## src/rtl/assert_macros.svh

```systemverilog
// Assertion macros shared by the RTL of the XOR pair erasure recovery block.
`ifndef ASSERT_MACROS_SVH
`define ASSERT_MACROS_SVH

`ifndef SYNTHESIS

// Check a property at every rising edge, skipped while reset is low.
`define XPER_ASSERT(label, clk, rst_n, prop, msg) \
	label: assert property (@(posedge clk) disable iff (!rst_n) (prop)) else $error(msg);

// Check a property at every rising edge, reset included.
`define XPER_ASSERT_ALWAYS(label, clk, prop, msg) \
	label: assert property (@(posedge clk) (prop)) else $error(msg);

`else

`define XPER_ASSERT(label, clk, rst_n, prop, msg)

`define XPER_ASSERT_ALWAYS(label, clk, prop, msg)

`endif

`endif

```

## src/rtl/xper_pkg.sv

```systemverilog
// Constants, command/status types and address helper for the pair recovery block.
package xper_pkg;

	localparam int FRAMES        = 4096;
	localparam int PAYLOAD_BYTES = 160;

	localparam int FRAME_IN_W  = 31;
	localparam int OUT_FRAME_W = 12;
	localparam int BYTE_W      = 8;
	localparam int POS_W       = 8;

	localparam int FRAME_W     = $clog2(FRAMES);
	localparam int PAIRS       = (FRAMES + 1) / 2;
	localparam int PAIR_W      = (PAIRS > 1) ? $clog2(PAIRS) : 1;
	localparam int STORE_DEPTH = FRAMES * PAYLOAD_BYTES;
	localparam int STORE_AW    = $clog2(STORE_DEPTH);

	// One flag entry per frame pair: data even, data odd, parity even, parity odd
	localparam int FLAG_W = 4;

	// Commands from the sequencer to the datapath
	typedef struct packed {
		logic clr_wr;
		logic accept;
		logic latch_a;
		logic rd_b;
		logic latch_b;
		logic decide;
		logic wr_b;
		logic byte1;
		logic byte2;
		logic advance;
	} xper_cmd_t;

	// Status from the datapath to the sequencer
	typedef struct packed {
		logic clr_last;
		logic pos_zero;
		logic need_b;
		logic write_b;
		logic recover;
		logic room;
	} xper_status_t;

	// Byte address of position pos within frame frame
	function automatic logic [STORE_AW-1:0] store_addr(input logic [FRAME_W-1:0] frame,
		input logic [POS_W-1:0] pos);
		return STORE_AW'(frame) * STORE_AW'(PAYLOAD_BYTES) + STORE_AW'(pos);
	endfunction

endpackage

```

## src/rtl/xper_ctrl.sv

```systemverilog
// Sequencer: clearing pass, flag lookup, decision and per-byte store steps.
module xper_ctrl (
	input  logic                   clk,
	input  logic                   arst_n,
	input  logic                   in_valid,
	output logic                   in_ready,
	input  xper_pkg::xper_status_t st,
	output xper_pkg::xper_cmd_t    cmd
);

	import xper_pkg::*;
	`include "assert_macros.svh"

	typedef enum logic [2:0] {
		S_CLEAR,
		S_IDLE,
		S_RD_A,
		S_RD_B,
		S_DECIDE,
		S_WR_B,
		S_BYTE1,
		S_BYTE2
	} state_t;

	state_t state_q;
	state_t state_d;

	// Next state and commands
	always_comb begin
		state_d  = state_q;
		cmd      = '0;
		in_ready = 1'b0;
		case (state_q)
			S_CLEAR: begin
				cmd.clr_wr = 1'b1;
				if (st.clr_last) begin
					state_d = S_IDLE;
				end
			end
			S_IDLE: begin
				in_ready = st.room;
				if (in_valid && st.room) begin
					cmd.accept = 1'b1;
					state_d    = st.pos_zero ? S_RD_A : S_BYTE1;
				end
			end
			S_RD_A: begin
				cmd.latch_a = 1'b1;
				cmd.rd_b    = st.need_b;
				state_d     = st.need_b ? S_RD_B : S_DECIDE;
			end
			S_RD_B: begin
				cmd.latch_b = 1'b1;
				state_d     = S_DECIDE;
			end
			S_DECIDE: begin
				cmd.decide = 1'b1;
				state_d    = st.write_b ? S_WR_B : S_BYTE1;
			end
			S_WR_B: begin
				cmd.wr_b = 1'b1;
				state_d  = S_BYTE1;
			end
			S_BYTE1: begin
				cmd.byte1 = 1'b1;
				if (st.recover) begin
					state_d = S_BYTE2;
				end else begin
					cmd.advance = 1'b1;
					state_d     = S_IDLE;
				end
			end
			S_BYTE2: begin
				cmd.byte2   = 1'b1;
				cmd.advance = 1'b1;
				state_d     = S_IDLE;
			end
			default: begin
				state_d = S_IDLE;
			end
		endcase
	end

	// Hold state
	always_ff @(posedge clk or negedge arst_n) begin
		if (!arst_n) begin
			state_q <= S_CLEAR;
		end else begin
			state_q <= state_d;
		end
	end

	`XPER_ASSERT(a_ready_has_room, clk, arst_n, in_ready |-> st.room, "input taken without queue room")
	`XPER_ASSERT_ALWAYS(a_no_ready_in_clear, clk, (state_q == S_CLEAR) |-> !in_ready, "input taken during clearing pass")

endmodule
```

## config.mk

```make
export PLATFORM = sky130hd
export DESIGN_NAME = xper_ctrl
export DESIGN_NICKNAME = d
export VERILOG_FILES = /design/src/rtl/xper_pkg.sv /design/src/rtl/xper_ctrl.sv
export VERILOG_INCLUDE_DIRS = /design/src /design/src/rtl
export SDC_FILE = /design/constraint.sdc
export NUM_CORES = 1
export LEC_CHECK = 0
export BUFFER_PORTS_ARGS = -buffer_cell sky130_fd_sc_hd__clkbuf_2
export CELL_PAD_IN_SITES_DETAIL_PLACEMENT = 0
export CELL_PAD_IN_SITES_GLOBAL_PLACEMENT = 1
export CORE_AREA = 8 8 45 47
export CTS_CLUSTER_SIZE = 30
export DETAILED_ROUTE_END_ITERATION = 8
export DIE_AREA = 0 0 53 55
export GPL_ROUTABILITY_DRIVEN = 0
export PLACE_DENSITY = 0.67
export SYNTH_ARGS = -nofsm -noshare
export SYNTH_HDL_FRONTEND = slang
export SYNTH_SLANG_ARGS = --single-unit
```

## constraint.sdc

```tcl
create_clock -name clk -period 1.5 [get_ports clk]
set_input_delay 0.45 -clock clk [delete_from_list [all_inputs] [get_ports clk]]
set_output_delay 0.45 -clock clk [all_outputs]
set_load 0.005 [all_outputs]
```

==> results.tsv <==
stage	metric	value	unit
outcome	status	finished with violations	
outcome	failing checks	setup timing	
synthesis	Synth Net Count	44	
worst_setup_path	worst path required time	1.05	ns
hold_path	HP Class	in2reg	
global_route	All-Layer GR Usage	7.92	%
detailed_routing	DRC viols	0	
sta	final worst path period share	111	%
synthesis	post-synth design cell area	295	um2
die	core area	1380	um2
finish	biggest regs	state_q (3)	
detailed_routing	Avg Vias per Cell	4.48	
finish	footprint of the multi-input gates	200	um2
global_route	antenna violations before repair	0	
die	DIE HEIGHT	55	um
worst_setup_path	Worst path max stage delay	0.44	ns
worst_setup_path	flop-to-flop setup slack	0.20	ns
detailed_routing	First-pass DRT Iterations	4	
finish	Reg with most FFs	state_q	
placed_design	Buffers on Ports	19	
finish	FILL cells	143	
power	leakage	0.298	nW
die	Starting Density	21.3	%
cts	clk root buf	clkbuf_4	
sta	RSZ-0062 raised after global routing	true	
synthesis	Yosys cell types	20	
synthesis	Avg Inst Size Synth	8.44	um2
synthesis	sequential fraction of the synthesis area	25.4	%
synthesis	synthesized flop and latch total	3	
global_route	pin count of the biggest net entering global routing	9	
global_route	GR Overflow Total	0	
global_route	vias in the first global route	395	
finish	Final Instance Area	567	um2
synthesis	Main synth FF type	dfrtp_1	
detailed_routing	final wirelength	1050	um
worst_setup_path	FF-to-FF Start	state_q[0]	
synthesis	top cells by area, synth	dfrtp_1 25%, nor3_1 8.5%, nor4b_4 8.1%, a21oi_1 6.8%, a2bb2oi_2 5.1%	
synthesis	synth cell count leaders	5 x nor3_1, 4 x a21oi_1, 3 x dfrtp_1, 3 x inv_1, 3 x nor2_1	
worst_setup_path	CP max FO	5	
synthesis	leading area contributor after synthesis	dfrtp_1	
finish	Storage cell area	77.6	um2
synthesis	top-count cell post-synth	nor3_1	
hold_path	Hold Crit Depth	3	
cts	cts bufs inserted	3	
sta	Highest Clock Rate	598	MHz
placed_design	Placed Area	437	um2
die	die area	2920	um2
cts	clock-pin slew on the worst setup and hold paths	0.04	ns
finish	share of cells above drive strength 1	68.6	%
finish	fin nets	80	
sta	setup violators final	11	
cts	Clock Sinks	3	
sta	Final Max Tran Viols	0	
worst_setup_path	crit path DAT	1.22	ns
detailed_routing	DR vias	385	
worst_setup_path	Critical R2R Capture	state_q[2]	
run	MaxCap Viol Count	0	
sta	Setup Skew	0.000256	ns
sta	Slew headroom	79.8	%
synthesis	Post-synth ARST share	100	%
synthesis	number of flops mapped to enable cells by yosys	0	
worst_setup_path	slowest stage cell, crit path	dfrtp_2	
finish	Area growth syn-to-layout	91.9	%
sta	Final TNS setup	-1.40	ns
worst_setup_path	R2R cell count	5	
global_route	first-pass GRT wire length	1770	um
worst_setup_path	CP Capture Type	output pin	
cts	H-tree Lvls	1	
power	pwr dens	1830	nW/um2
sta	Tmin final	1.67	ns
die	Top Ports	20	
finish	Final Util	41.0	%
cts	Clock Path Buffers	2	
detailed_routing	post-route ant nets	0	
cts	CTS tree	done	
sta	setup ws final	-0.171	ns
sta	final hold violation count	0	
worst_setup_path	crit-path cells	nor4b_4 > and2_1 > buf_2	
cts	Skew-Pair Late Insertion Delay	0.23	ns
hold_path	Worst Hold Path EP	state_q[0]	
worst_setup_path	critical path class	reg2out	
placed_design	hpwl dp	756	um
sta	worst slew pin tran	0.303	ns
finish	max reg flops	3	
synthesis	post-synth top area share	25.4	%
synthesis	Mapped Cells	35	
detailed_routing	Starting DRT DRC Count	10	
power	maximum VDD drop	0.741	mV
detailed_routing	WL/cell	12.2	um
worst_setup_path	Setup crit start kind	flop	
hold_path	hold_sp	st[5]	
synthesis	yosys warns	0	
die	num rows	14	
die	Horiz. Die Dim	53	um
finish	Ant. Diodes	0	
[worst max-delay path by stage]
stage          startpoint  endpoint
5_1_grt        state_q[0]    cmd[8]
6_report       state_q[1]    cmd[8]
2_1_floorplan  state_q[2]    cmd[8]
4_1_cts        state_q[0]    cmd[8]
3_5_place_dp   state_q[2]    cmd[8]
3_3_place_gp   state_q[2]    cmd[8]
[metrics by stage]
stage	hold slack, ns	power, mW	cells	setup slack [ns]
2_1_floorplan	0.154	0.505	35	0.0744
3_3_place_gp	0.248	0.691	74	0.0289
6_report	0.442	1.04	86	-0.171
3_5_place_dp	0.251	0.692	74	0.0162
5_1_grt	0.433	1.14	86	-0.285
4_1_cts	0.437	0.974	83	-0.175
[where the power goes]
part | internal [mW] | leakage (nW) | switching (mW)
Sequential | 0.121 | 0.0350 | 0.0576
Clock | 0.0998 | 0.0150 | 0.0437
Combinational | 0.408 | 0.248 | 0.307
[final cells by class]
cell class / instances / share of cell area (%)
Sequential cell: 3 / 13.7
Timing Repair Buffer: 34 / 40.2
Inverter: 4 / 2.65
Clock buffer: 4 / 4.64
Tap cell: 16 / 3.53
Multi-Input combinational cell: 25 / 35.3
[cell families (layout without fill, tap and decap cells)]
| family | Yosys count | in the layout | synth area share, % |
|---|---|---|---|
| compound gates | 9 | 9 | 22.9 |
| simple gates | 16 | 16 | 37.7 |
| buf+inv | 7 | 42 | 14.0 |
| flops | 3 | 3 | 25.4 |
[layer usage]
metal | global-route usage, % | share of wire, %
met1 | 9.27 | 41
met4 | 2.59 | 0
met3 | 4.28 | 12
met5 | 0 | 0
met2 | 12.1 | 47
[critical path: cells and delay by family (launching register included)]
family,cells,cell delay [ns]
DFF,1,0.44
buffers and inverters,1,0.11
and+or+nand+nor,2,0.44
[placed cells by master, fill, tap and decap left out, types with 2 or more instances in the layout]
| cell | instances |
|---|---|
| nor3_1 | 3 |
| nor2_1 | 3 |
| clkbuf_4 | 3 |
| nor3_2 | 2 |
| buf_6 | 4 |
| buf_2 | 4 |
| dfrtp_2 | 2 |
| inv_1 | 2 |
| a21oi_1 | 3 |
| and3_1 | 2 |
| inv_2 | 2 |
| clkbuf_2 | 14 |
| buf_4 | 11 |
[timing repair]
item | 4_1_cts | 5_1_grt
buffers inserted | 4 | 3
endpoints found under the hold margin | 2 | 0
pin swaps | 5 | 4
gates resized for setup | 8 | 8
setup endpoints to repair | 11 | 11
hold buffers | 1 | 0
Power figures use the tool's default switching activity.
